--- config.mk ---
export PLATFORM = sky130hd
export DESIGN_NAME = mono_bitmap_window_writer_unit
export DESIGN_NICKNAME = d
export VERILOG_FILES = /design/src/hw/rtl/mbww_pkg.sv /design/src/hw/rtl/mono_bitmap_window_writer_unit.sv /design/src/hw/rtl/mbww_front.sv /design/src/hw/rtl/mbww_queue.sv /design/src/hw/rtl/mbww_back.sv
export SDC_FILE = /design/constraint.sdc
export NUM_CORES = 1
export LEC_CHECK = 0
export BUFFER_PORTS_ARGS = -buffer_cell sky130_fd_sc_hd__buf_2
export CAP_MARGIN = 20
export CORE_MARGIN = 2
export CORE_UTILIZATION = 45
export DETAILED_ROUTE_END_ITERATION = 10
export PLACE_DENSITY = 0.63
export SLEW_MARGIN = 15
export SYNTH_ARGS = -nofsm -noshare
export SYNTH_HDL_FRONTEND = slang
export SYNTH_SLANG_ARGS = --single-unit
--- constraint.sdc ---
create_clock -name clock -period 5.1 [get_ports clock]
set_input_delay 1.275 -clock clock [delete_from_list [all_inputs] [get_ports clock]]
set_output_delay 1.275 -clock clock [all_outputs]
set_load 0.01 [all_outputs]
--- src/hw/rtl/mbww_pkg.sv ---
// Package for the mono bitmap window writer: request codes, panel command
// bytes and the queue entry passed from the front end to the back end.
// No dependencies.
package mbww_pkg;

   localparam logic OP_WINDOW = 1'b0;
   localparam logic OP_BITMAP = 1'b1;

   localparam logic [7:0] CMD_COLUMN_SET = 8'h2A;
   localparam logic [7:0] CMD_ROW_SET    = 8'h2B;
   localparam logic [7:0] CMD_MEM_WRITE  = 8'h2C;
   localparam logic [7:0] ADDR_HIGH      = 8'h00;

   localparam logic [2:0] CSR_FORE_COLOR    = 3'd0;
   localparam logic [2:0] CSR_BACK_COLOR    = 3'd1;
   localparam logic [2:0] CSR_COLUMN_ORIGIN = 3'd2;
   localparam logic [2:0] CSR_ROW_ORIGIN    = 3'd3;

   localparam logic [3:0] STEP_COL_CMD   = 4'd0;
   localparam logic [3:0] STEP_COL_SH    = 4'd1;
   localparam logic [3:0] STEP_COL_SL    = 4'd2;
   localparam logic [3:0] STEP_COL_EH    = 4'd3;
   localparam logic [3:0] STEP_COL_EL    = 4'd4;
   localparam logic [3:0] STEP_ROW_CMD   = 4'd5;
   localparam logic [3:0] STEP_ROW_SH    = 4'd6;
   localparam logic [3:0] STEP_ROW_SL    = 4'd7;
   localparam logic [3:0] STEP_ROW_EH    = 4'd8;
   localparam logic [3:0] STEP_ROW_EL    = 4'd9;
   localparam logic [3:0] STEP_WRITE_CMD = 4'd10;

   typedef enum logic {
      KIND_WINDOW,
      KIND_PIXELS
   } kind_type;

   // For pixel entries, col_start carries the bitmap byte.
   typedef struct packed {
      kind_type   kind;
      logic [7:0] col_start;
      logic [7:0] col_end;
      logic [7:0] row_start;
      logic [7:0] row_end;
      logic [3:0] count;
   } entry_type;

   typedef struct packed {
      logic      push;
      entry_type entry;
   } push_type;

endpackage

--- src/hw/rtl/mono_bitmap_window_writer_unit.sv ---
// Mono bitmap window writer: one-bit bitmap to RGB565 bytes on an 8-bit bus.
// A request's first bus byte passes through the queue, then the output register.
// Output: one bus byte per cycle from the back-end output register while
// rsp_stall is low; a window request gives 11 bytes, a bitmap request up to 16.
// Reset clears the window state, the queue and the output valid flag, and sets
// colors to white on black with zero origins. Depends on all mbww_* files.
module mono_bitmap_window_writer_unit
   import mbww_pkg::*;
#(
   parameter int QUEUE_DEPTH = 4
) (
   input  logic        clock,
   input  logic        reset,
   input  logic        req_valid,
   output logic        req_stall,
   input  logic        req_op,
   input  logic [7:0]  req_win_x,
   input  logic [7:0]  req_win_y,
   input  logic [7:0]  req_win_width,
   input  logic [7:0]  req_win_height,
   input  logic [7:0]  req_bitmap_byte,
   output logic        rsp_valid,
   input  logic        rsp_stall,
   output logic [7:0]  rsp_bus_byte,
   output logic        rsp_is_data,
   output logic        rsp_last,
   input  logic        csr_valid,
   output logic        csr_ready,
   input  logic [2:0]  csr_index,
   input  logic [15:0] csr_data
);

   logic [15:0] fore_color_ff;
   logic [15:0] back_color_ff;
   logic [7:0]  column_origin_ff;
   logic [7:0]  row_origin_ff;

   push_type  push;
   logic      queue_full;
   logic      queue_empty;
   logic      pop;
   entry_type head;

   assign csr_ready = 1'b1;

   always_ff @(posedge clock) begin
      if (reset) begin
         fore_color_ff    <= 16'hFFFF;
         back_color_ff    <= 16'h0000;
         column_origin_ff <= 8'd0;
         row_origin_ff    <= 8'd0;
      end else if (csr_valid && csr_ready) begin
         unique case (csr_index)
            CSR_FORE_COLOR:    fore_color_ff    <= csr_data;
            CSR_BACK_COLOR:    back_color_ff    <= csr_data;
            CSR_COLUMN_ORIGIN: column_origin_ff <= csr_data[7:0];
            CSR_ROW_ORIGIN:    row_origin_ff    <= csr_data[7:0];
            default:           ;
         endcase
      end
   end

   mbww_front u_front (
      .clock           (clock),
      .reset           (reset),
      .req_valid       (req_valid),
      .req_stall       (req_stall),
      .req_op          (req_op),
      .req_win_x       (req_win_x),
      .req_win_y       (req_win_y),
      .req_win_width   (req_win_width),
      .req_win_height  (req_win_height),
      .req_bitmap_byte (req_bitmap_byte),
      .column_origin   (column_origin_ff),
      .row_origin      (row_origin_ff),
      .queue_full      (queue_full),
      .push            (push)
   );

   mbww_queue #(
      .DEPTH (QUEUE_DEPTH)
   ) u_queue (
      .clock (clock),
      .reset (reset),
      .push  (push),
      .pop   (pop),
      .full  (queue_full),
      .empty (queue_empty),
      .head  (head)
   );

   mbww_back u_back (
      .clock        (clock),
      .reset        (reset),
      .empty        (queue_empty),
      .head         (head),
      .pop          (pop),
      .fore_color   (fore_color_ff),
      .back_color   (back_color_ff),
      .rsp_valid    (rsp_valid),
      .rsp_stall    (rsp_stall),
      .rsp_bus_byte (rsp_bus_byte),
      .rsp_is_data  (rsp_is_data),
      .rsp_last     (rsp_last)
   );

endmodule

--- src/hw/rtl/mbww_front.sv ---
// Front end: accepts requests, tracks window position, turns each window request
// and each bitmap request with pixels left into a queue entry. Depends on mbww_pkg.
module mbww_front
   import mbww_pkg::*;
(
   input  logic       clock,
   input  logic       reset,
   input  logic       req_valid,
   output logic       req_stall,
   input  logic       req_op,
   input  logic [7:0] req_win_x,
   input  logic [7:0] req_win_y,
   input  logic [7:0] req_win_width,
   input  logic [7:0] req_win_height,
   input  logic [7:0] req_bitmap_byte,
   input  logic [7:0] column_origin,
   input  logic [7:0] row_origin,
   input  logic       queue_full,
   output push_type   push
);

   logic [7:0] width_ff, width_in;
   logic [7:0] height_ff, height_in;
   logic [7:0] column_count_ff, column_count_in;
   logic [7:0] row_count_ff, row_count_in;

   logic       accept;
   logic       active;
   logic [7:0] remaining;
   logic       row_end;
   logic [3:0] count;
   logic [7:0] col_start;
   logic [7:0] row_start;

   assign req_stall = queue_full;
   assign accept    = req_valid && !queue_full;
   assign active    = row_count_ff < height_ff;
   assign remaining = (column_count_ff < width_ff) ? (width_ff - column_count_ff) : 8'd0;
   assign row_end   = remaining <= 8'd8;
   assign count     = row_end ? remaining[3:0] : 4'd8;
   assign col_start = column_origin + req_win_x;
   assign row_start = row_origin + req_win_y;

   always_comb begin
      width_in        = width_ff;
      height_in       = height_ff;
      column_count_in = column_count_ff;
      row_count_in    = row_count_ff;
      push.push       = 1'b0;
      push.entry      = '0;
      if (req_op == OP_WINDOW) begin
         push.entry.kind      = KIND_WINDOW;
         push.entry.col_start = col_start;
         push.entry.col_end   = col_start + req_win_width - 8'd1;
         push.entry.row_start = row_start;
         push.entry.row_end   = row_start + req_win_height - 8'd1;
         push.entry.count     = 4'd0;
         if (accept) begin
            push.push       = 1'b1;
            width_in        = req_win_width;
            height_in       = req_win_height;
            column_count_in = 8'd0;
            row_count_in    = 8'd0;
         end
      end else begin
         push.entry.kind      = KIND_PIXELS;
         push.entry.col_start = req_bitmap_byte;
         push.entry.count     = count;
         if (accept && active) begin
            push.push = count != 4'd0;
            if (row_end) begin
               column_count_in = 8'd0;
               row_count_in    = row_count_ff + 8'd1;
            end else begin
               column_count_in = column_count_ff + 8'd8;
            end
         end
      end
   end

   always_ff @(posedge clock) begin
      if (reset) begin
         width_ff        <= 8'd0;
         height_ff       <= 8'd0;
         column_count_ff <= 8'd0;
         row_count_ff    <= 8'd0;
      end else begin
         width_ff        <= width_in;
         height_ff       <= height_in;
         column_count_ff <= column_count_in;
         row_count_ff    <= row_count_in;
      end
   end

endmodule

--- src/hw/rtl/mbww_queue.sv ---
// Short register queue between the front end and the back end.
// Depends on mbww_pkg.
module mbww_queue
   import mbww_pkg::*;
#(
   parameter int DEPTH = 4
) (
   input  logic      clock,
   input  logic      reset,
   input  push_type  push,
   input  logic      pop,
   output logic      full,
   output logic      empty,
   output entry_type head
);

   localparam int AW = (DEPTH > 1) ? $clog2(DEPTH) : 1;
   localparam int CW = $clog2(DEPTH + 1);

   entry_type     store_ff [DEPTH];
   logic [AW-1:0] wr_ptr_ff, wr_ptr_in;
   logic [AW-1:0] rd_ptr_ff, rd_ptr_in;
   logic [CW-1:0] count_ff, count_in;
   logic          do_push;
   logic          do_pop;

   assign full    = count_ff == CW'(DEPTH);
   assign empty   = count_ff == '0;
   assign head    = store_ff[rd_ptr_ff];
   assign do_push = push.push && !full;
   assign do_pop  = pop && !empty;

   always_comb begin
      wr_ptr_in = wr_ptr_ff;
      rd_ptr_in = rd_ptr_ff;
      count_in  = count_ff;
      if (do_push) begin
         wr_ptr_in = (wr_ptr_ff == AW'(DEPTH - 1)) ? '0 : wr_ptr_ff + AW'(1);
      end
      if (do_pop) begin
         rd_ptr_in = (rd_ptr_ff == AW'(DEPTH - 1)) ? '0 : rd_ptr_ff + AW'(1);
      end
      if (do_push && !do_pop) begin
         count_in = count_ff + CW'(1);
      end else if (do_pop && !do_push) begin
         count_in = count_ff - CW'(1);
      end
   end

   always_ff @(posedge clock) begin
      if (do_push) begin
         store_ff[wr_ptr_ff] <= push.entry;
      end
   end

   always_ff @(posedge clock) begin
      if (reset) begin
         wr_ptr_ff <= '0;
         rd_ptr_ff <= '0;
         count_ff  <= '0;
      end else begin
         wr_ptr_ff <= wr_ptr_in;
         rd_ptr_ff <= rd_ptr_in;
         count_ff  <= count_in;
      end
   end

endmodule

--- src/hw/rtl/mbww_back.sv ---
// Back end: expands the queue head into bus bytes, one per cycle while the
// output is not stalled, into the response output register. Depends on mbww_pkg.
module mbww_back
   import mbww_pkg::*;
(
   input  logic       clock,
   input  logic       reset,
   input  logic       empty,
   input  entry_type  head,
   output logic       pop,
   input  logic [15:0] fore_color,
   input  logic [15:0] back_color,
   output logic       rsp_valid,
   input  logic       rsp_stall,
   output logic [7:0] rsp_bus_byte,
   output logic       rsp_is_data,
   output logic       rsp_last
);

   logic       rsp_valid_ff, rsp_valid_in;
   logic [7:0] rsp_bus_byte_ff;
   logic       rsp_is_data_ff;
   logic       rsp_last_ff;
   logic [3:0] step_ff, step_in;

   logic        out_free;
   logic        emit;
   logic [7:0]  byte_val;
   logic        data_val;
   logic        last_val;
   logic [2:0]  pixel;
   logic        bit_set;
   logic [15:0] color;
   logic [4:0]  last_step;

   assign out_free  = !rsp_valid_ff || !rsp_stall;
   assign emit      = !empty && out_free;
   assign pixel     = step_ff[3:1];
   assign bit_set   = head.col_start[~pixel];
   assign color     = bit_set ? fore_color : back_color;
   assign last_step = {head.count, 1'b0} - 5'd1;

   always_comb begin
      byte_val = ADDR_HIGH;
      data_val = 1'b1;
      last_val = 1'b0;
      if (head.kind == KIND_WINDOW) begin
         unique case (step_ff)
            STEP_COL_CMD: begin
               byte_val = CMD_COLUMN_SET;
               data_val = 1'b0;
            end
            STEP_COL_SL:  byte_val = head.col_start;
            STEP_COL_EL:  byte_val = head.col_end;
            STEP_ROW_CMD: begin
               byte_val = CMD_ROW_SET;
               data_val = 1'b0;
            end
            STEP_ROW_SL:  byte_val = head.row_start;
            STEP_ROW_EL:  byte_val = head.row_end;
            STEP_WRITE_CMD: begin
               byte_val = CMD_MEM_WRITE;
               data_val = 1'b0;
               last_val = 1'b1;
            end
            default:      byte_val = ADDR_HIGH;
         endcase
      end else begin
         byte_val = step_ff[0] ? color[7:0] : color[15:8];
         last_val = {1'b0, step_ff} == last_step;
      end
   end

   assign pop = emit && last_val;

   always_comb begin
      step_in      = step_ff;
      rsp_valid_in = rsp_valid_ff;
      if (out_free) begin
         rsp_valid_in = emit;
      end
      if (emit) begin
         step_in = last_val ? 4'd0 : step_ff + 4'd1;
      end
   end

   always_ff @(posedge clock) begin
      if (reset) begin
         rsp_valid_ff <= 1'b0;
         step_ff      <= 4'd0;
      end else begin
         rsp_valid_ff <= rsp_valid_in;
         step_ff      <= step_in;
      end
      if (emit) begin
         rsp_bus_byte_ff <= byte_val;
         rsp_is_data_ff  <= data_val;
         rsp_last_ff     <= last_val;
      end
   end

   assign rsp_valid    = rsp_valid_ff;
   assign rsp_bus_byte = rsp_bus_byte_ff;
   assign rsp_is_data  = rsp_is_data_ff;
   assign rsp_last     = rsp_last_ff;

endmodule
After elaboration in Yosys (flattened, before gate mapping)
Memories as Yosys holds them, arrays and structs flattened. A register that Yosys moved wholly into a read port is not among the register bits.
Index checks and enable logic that the tools add are counted.
{"block": "word_totals", "reg_bits": 102, "ram_bits": 148, "mem_count": 1, "inputBits": 65}
{"block": "classes", "bitwise_logic": 2, "order_cmp": 4, "n_reduce_logical": 29, "n_eq_ne": 15, "mux": 32, "add_sub_neg": 15}
{"name": "u_queue.store_ff", "depth": 4, "width": 37, "read_ports": 1, "rd_ports_with_merged_regs": 1, "write_ports": 1, "line": "mbww_queue.sv:20", "text": "entry_type store_ff [DEPTH];"}
{"operator": "2-to-1 mux 8 bit", "n": 10}
{"operator": "one-hot mux 8 bit (7 select lines)", "n": 1}
{"operator": "adder 8 bit", "n": 4}
{"operator": "2-to-1 mux 24 bit", "n": 1}
{"operator": "< comparator 8 bit", "n": 2}
{"operator": "2-to-1 mux 16 bit", "n": 1}
{"operator": "subtractor 8 x 1 -> 8 bit, second input constant", "n": 2}
{"operator": "equality test 4 x 3 -> 1 bit, second input constant", "n": 3}
{"operator": "2-to-1 mux 4 bit", "n": 3}
{"operator": "AND reduction 2 bit", "n": 6}
{"operator": "2-to-1 mux 10 bit", "n": 1}
{"operator": "adder 8 x 1 -> 8 bit, second input constant", "n": 1}
{"operator": "adder 8 x 4 -> 8 bit, second input constant", "n": 1}
{"operator": "equality test 4 bit, second input constant", "n": 2}
{"operator": "<= comparator 8 x 4 -> 1 bit, second input constant", "n": 1}
{"operator": "logical AND 1 bit", "n": 8}
{"operator": "2-to-1 mux 1 bit", "n": 8}
{"operator": "2-to-1 mux 2 bit", "n": 4}
{"operator": "subtractor 8 bit", "n": 1}
{"operator": "equality test 3 x 2 -> 1 bit, second input constant", "n": 2}
{"operator": "zero test 1 bit", "n": 6}
{"operator": "zero test 3 bit", "n": 2}
{"operator": "2-to-1 mux 3 bit", "n": 2}
{"operator": "equality test 4 x 5 -> 1 bit", "n": 1}
{"operator": "other kinds (20)", "n": 24}

Longest topological paths before layout
{"block": "depth", "word_depth": 12, "mapped_depth": 16}

Hierarchy
A second synthesis with hierarchy kept.
{"block": "hier_totals", "cells_unflattened": 1036, "hier_area_um2": 12587.1}
{"mod": "mbww_queue", "instances": 1, "cells_each": 243, "area_each_um2": 5841.9, "seq_area_each_um2": 4624.4}
{"mod": "mbww_front", "instances": 1, "cells_each": 453, "area_each_um2": 3328.2, "seq_area_each_um2": 580.6}
{"mod": "mono_bitmap_window_writer_unit", "instances": 1, "cells_each": 197, "area_each_um2": 2020.7, "seq_area_each_um2": 960.9}
{"mod": "mbww_back", "instances": 1, "cells_each": 143, "area_each_um2": 1396.3, "seq_area_each_um2": 400.4}

Least setup slack after synthesis
Ideal clock, no wire load.
{"block": "synth_path", "path_kind": "input-to-reg", "from": "in req_valid", "to": "mem u_queue.store_ff[0][0] (netlist name) (enable)", "t_arrival_ns": 3.987, "cell_stages": 6, "n_path_buf": 0, "slack_ns": 0.677, "cell_sequence": "nand2b_1 -> a2111oi_4 -> inv_1 -> a311oi_2 -> nor3_4 -> nor2b_1"}
{"block": "synth_via", "elab_chain_len": 7, "word_cells_on_any_way": 8, "cone_classes": "5 x mux; 3 x reduce/logical"}
{"item": "start, declared", "line": "mono_bitmap_window_writer_unit.sv:14", "text": "input logic req_valid,"}
{"item": "logical AND 1 bit *", "line": "mbww_front.sv:36", "text": "assign accept = req_valid && !queue_full;"}
{"item": "logical AND 1 bit", "line": "mbww_front.sv:69", "text": "if (accept && active) begin"}
{"item": "2-to-1 mux 1 bit", "line": "mbww_front.sv:69"}
{"item": "2-to-1 mux 10 bit *", "line": "mbww_front.sv:51", "text": "if (req_op == OP_WINDOW) begin"}
{"item": "logical AND 1 bit *", "line": "mbww_queue.sv:30", "text": "assign do_push = push.push && !full;"}
{"item": "2-to-1 mux 1 bit *", "line": "mbww_queue.sv:51", "text": "if (do_push) begin"}
{"item": "2-to-1 mux 1 bit (implied by the code) *", "line": "mbww_queue.sv:52", "text": "store_ff[wr_ptr_ff] <= push.entry;"}
{"item": "end, declared", "line": "mbww_queue.sv:20"}
Mark *: on every way between the ends. The rest lies on a longest branch, timed or not.

==> impl_metrics.env <==
export IMPL_min_from="back_color_ff[4]"
export IMPL_ys_warn_count=0
export IMPL_hold_path_end="back_color_ff[4]"
export IMPL_intPower_w=0.00399
export IMPL_syn_inst=1045
export IMPL_tritoncts="built"
export IMPL_worst_slew_pin_slew_ns=0.852
export IMPL_cts_root_buf="clkbuf_16"
export IMPL_critPathLaunchType="register"
export IMPL_yosysTopAreaCellShare_pct=38.7
export IMPL_area_growth_pct=12.9
export IMPL_maxCapViolCount=0
export IMPL_synthAdderAreaFrac_pct=7.65
export IMPL_fmax_mhz=257
export IMPL_grt_setup_unrepaired="false"
export IMPL_synth_compound_area_share_pct=10.5
export IMPL_crit_type="register to register"
export IMPL_io_pins=78
export IMPL_fillers=2383
export IMPL_clockPowerShare_pct=34.4
export IMPL_p_leak_nw=5.16
export IMPL_vias=8132
export IMPL_crit_path_frequent_cell="or3_1"
export IMPL_drt_wl_total_um=28400
export IMPL_final_nets=1249
export IMPL_synth_cell_types=72
export IMPL_synth_area_top_cells="edfxtp_1 39%, dfxtp_1 15%, mux4_2 7.3%"
export IMPL_clock_latency_ns=0.54
export IMPL_setup_tns_final_ns=0
export IMPL_clockBufferDepth=3
export IMPL_placementRows=60
export IMPL_grt_total_usage_pct=20.0
export IMPL_syn_cell_area_um2=12300
export IMPL_grt_pass1_vias=8032
export IMPL_cp_data_required_time_ns=5.56
export IMPL_cp_arrival_ns=4.36
export IMPL_cp_buffers_inverters=2
export IMPL_final_cell_area_um2=13900
export IMPL_status="completed"
export IMPL_place_area_um2=13000
export IMPL_die_area_um2=28600
export IMPL_post_drt_wl_per_cell_um=19.3
export IMPL_seq_power_share_pct=44.2
export IMPL_die_y_um=169
export IMPL_r2r_cells=12
export IMPL_cts_resized=0
export IMPL_drt_iter0_markers=634
export IMPL_vias_per_cell=5.52
export IMPL_gp_congestion=0.816
export IMPL_clkSinkCount=249
export IMPL_hold_path_depth=2
export IMPL_synth_edf_count=158
export IMPL_synth_top_family_by_area="simple AND/OR/NAND/NOR gates"
export IMPL_synth_area_per_cell_um2=11.7
export IMPL_cts_post_setup_buffers_inserted=0
export IMPL_regArea_um2=6570
export IMPL_globalRouteOverflowTotal=0
export IMPL_powerDensity_nw_per_um2=404
export IMPL_setup_violations_final=0
export IMPL_p_switching_w=0.00160
export IMPL_synth_ff_type="edfxtp_1"
export IMPL_ir_worst_vdd_uv=210
export IMPL_dr_pass1_iters=4
export IMPL_n_antenna_cell=0
export IMPL_path_clk_slew_ns=0.06
export IMPL_cp_max_fo=32
export IMPL_rrSetupSlack_ns=1.21
export IMPL_fin_util_pct=51.5
export IMPL_max_stage_delay_ns=0.55
export IMPL_yosys_area_top_type="edfxtp_1"
export IMPL_critPathCaptureType="register"
export IMPL_antenna_found_initial=0
export IMPL_antenna_left=0
export IMPL_grt_max_degree=64
export IMPL_min_period_ns=3.89
export IMPL_max_slew_margin_pct=43.1
export IMPL_coreArea_um2=26900
export IMPL_r2r_end="u_queue.count_ff[2]"
export IMPL_path_cells="buf_12, mux4_2, or3_1, a32oi_1, o22ai_2, nand2_4, ha_1, inv_1, fa_1, xor2_1, or3_1, a21oi_1"
export IMPL_p_comb_share_pct=21.5
export IMPL_swShare_pct=28.6
export IMPL_cts_buffers=27
export IMPL_post_route_cells_drive_above_1_share_pct=18.0
export IMPL_finalCritPeriodShare_pct=76.3
export IMPL_io_buffers=76
export IMPL_synthMuxAreaShare_pct=9.98
export IMPL_htree_levels=1
export IMPL_yosys_area_share_xor_xnor_pct=2.78
export IMPL_slew_viol_final=0
export IMPL_drc=0
export IMPL_crit_family="simple AND/OR/NAND/NOR gates"
export IMPL_clock_skew_final_ns=0.0131
export IMPL_yosysSeqAreaShare_pct=53.5
export IMPL_hpwlAfterDp_um=19600
export IMPL_multiInputGateArea_um2=5230
export IMPL_postCtsHoldBufs=0
export IMPL_synth_simple_gate_area_share_pct=11.3
export IMPL_fp_dieW_um=169
export IMPL_synth_seq_cells=249
export IMPL_async_reset_ff_share_pct=0
export IMPL_grt_pass1_wl_um=44200
export IMPL_initial_core_util_pct=45.6
export IMPL_worst_hold_path_type="register to register"
export IMPL_cp_slowest_cell="mux4_2"
export IMPL_hold_viol_final=0
==> state kept, by name (all words and copies together) (netlist names), named ones only <==
| signal | count |
|---|---|
| u_front.height_ff | 8 |
| u_back.rsp_is_data | 1 |
| u_queue.wr_ptr_ff | 2 |
| u_front.column_count_ff | 5 |
| u_back.rsp_bus_byte | 8 |
| u_queue.rd_ptr_ff | 2 |
| column_origin_ff | 8 |
| fore_color_ff | 16 |
| row_origin_ff | 8 |
| u_front.row_count_ff | 8 |
| u_queue.count_ff | 3 |
| u_back.rsp_valid | 1 |
| u_back.step_ff | 4 |
| u_back.rsp_last | 1 |
| u_queue.store_ff | 148 |
| u_front.width_ff | 8 |
| back_color_ff | 16 |
==> how the worst max path moves through the flow <==
stage               cells past startpoint  slack (ns)                        from                      end
finish                                 12        1.21                    register      u_queue.count_ff[2]
global route                           15        0.97  u_front.column_count_ff[5]      u_queue.count_ff[2]
CTS                                    12        1.17                    register      u_queue.count_ff[2]
detailed placement                     15        0.67                req_win_x[0]  u_queue.store_ff[0][27]
global placement                       15        0.73                req_win_x[0]  u_queue.store_ff[0][27]
floorplan                               6        0.68                   req_valid   u_queue.store_ff[0][0]
==> cell usage after synthesis, types with 10 or more instances <==
master    number
o21ai_0       24
mux4_2        40
a21o_1        13
nor3_1        13
nand2_1      128
nor2b_1       32
inv_1         74
mux2i_1       18
o21ai_1       10
ha_1          67
xnor2_1       22
xor2_1        17
a211o_1       17
nor2_1        58
clkbuf_1      34
edfxtp_1     158
a21oi_1       85
dfxtp_1       91
==> worst register-to-register path: stages (launching register included) <==
cell	delay (ns)
dfxtp_2	0.53
buf_12	0.32
mux4_2	0.56
or3_1	0.32
a32oi_1	0.40
o22ai_2	0.24
nand2_4	0.20
ha_1	0.21
inv_1	0.06
fa_1	0.37
xor2_1	0.17
or3_1	0.31
a21oi_1	0.13
==> power groups by stage <==
stage,clock [W],combinational (W),sequential [W]
after global routing,0.00203,0.00132,0.00249
final,0.00192,0.00120,0.00247
after detailed placement,0,0.00120,0.00251
after global placement,0,0.00119,0.00251
after floorplan,0,0.000795,0.00253
after CTS,0.00196,0.00121,0.00247
==> routing by layer <==
layer | vias up | GRT usage [%] | wire (um)
met2 | 181 | 32.9 | 13500
li1 | 3902 | - | -
met3 | 45 | 3.02 | 1300
met1 | 4004 | 27.9 | 12900
met4 | 0 | 5.43 | 689
met5 | - | 0 | 0
==> kinds of logic after synthesis <==
| logic type | Yosys count |
|---|---|
| AOI/OAI and AO/OA | 198 |
| DFF | 249 |
| other | 2 |
| xor gates and xnor gates | 39 |
| muxes | 69 |
| adders and majority gates | 72 |
| and+or+nand+nor | 292 |
| buffers and inverters | 124 |
==> cell type report <==
cell class	count	share of cell area [%]
Clock buffer	44	5.88
Clock inverter	6	0.434
Inverter	74	2.01
Multi-Input combinational cell	673	37.7
Sequential cell	249	47.4
Tap cell	341	3.08
Timing Repair Buffer	87	3.43
==> cell usage in the layout (no fill, tap or decap), drive strengths merged, types with 3 or more instances in the layout <==
| master | Yosys | final |
|---|---|---|
| and3 | 4 | 4 |
| ha | 67 | 67 |
| xnor2 | 22 | 22 |
| a32oi | 6 | 6 |
| clkbuf | 34 | 44 |
| dfxtp | 91 | 91 |
| nor3b | 4 | 4 |
| nor2 | 60 | 60 |
| o211ai | 4 | 4 |
| a31oi | 5 | 5 |
| nand2 | 130 | 130 |
| a211oi | 5 | 5 |
| fa | 5 | 5 |
| nand3 | 9 | 9 |
| o21ai | 35 | 35 |
| conb | 2 | 3 |
| clkinv | 0 | 3 |
| buf | 15 | 87 |
| inv | 74 | 76 |
| nor3 | 14 | 14 |
| or2 | 4 | 4 |
| nand3b | 3 | 3 |
| nand4 | 8 | 8 |
| o21bai | 5 | 5 |
| or3 | 5 | 5 |
| mux2i | 18 | 18 |
| nand2b | 7 | 7 |
| a32o | 3 | 3 |
| edfxtp | 158 | 158 |
| a211o | 17 | 17 |
| a21o | 13 | 13 |
| a21oi | 87 | 87 |
| xor2 | 17 | 17 |
| mux2 | 10 | 10 |
| mux4 | 41 | 41 |
| and2 | 5 | 5 |
| nor2b | 32 | 32 |
==> per-stage QoR <==
stage | total power [W] | setup slack (ns) | hold slack [ns] | std cells
after floorplan | 0.00332 | 0.677 | 0.432 | 1046
after global placement | 0.00370 | 0.726 | 0.438 | 1424
after detailed placement | 0.00372 | 0.671 | 0.447 | 1424
after CTS | 0.00564 | 1.17 | 0.455 | 1474
after global routing | 0.00585 | 0.973 | 0.476 | 1474
final | 0.00559 | 1.21 | 0.454 | 1474
Power figures use the tool's default switching activity.
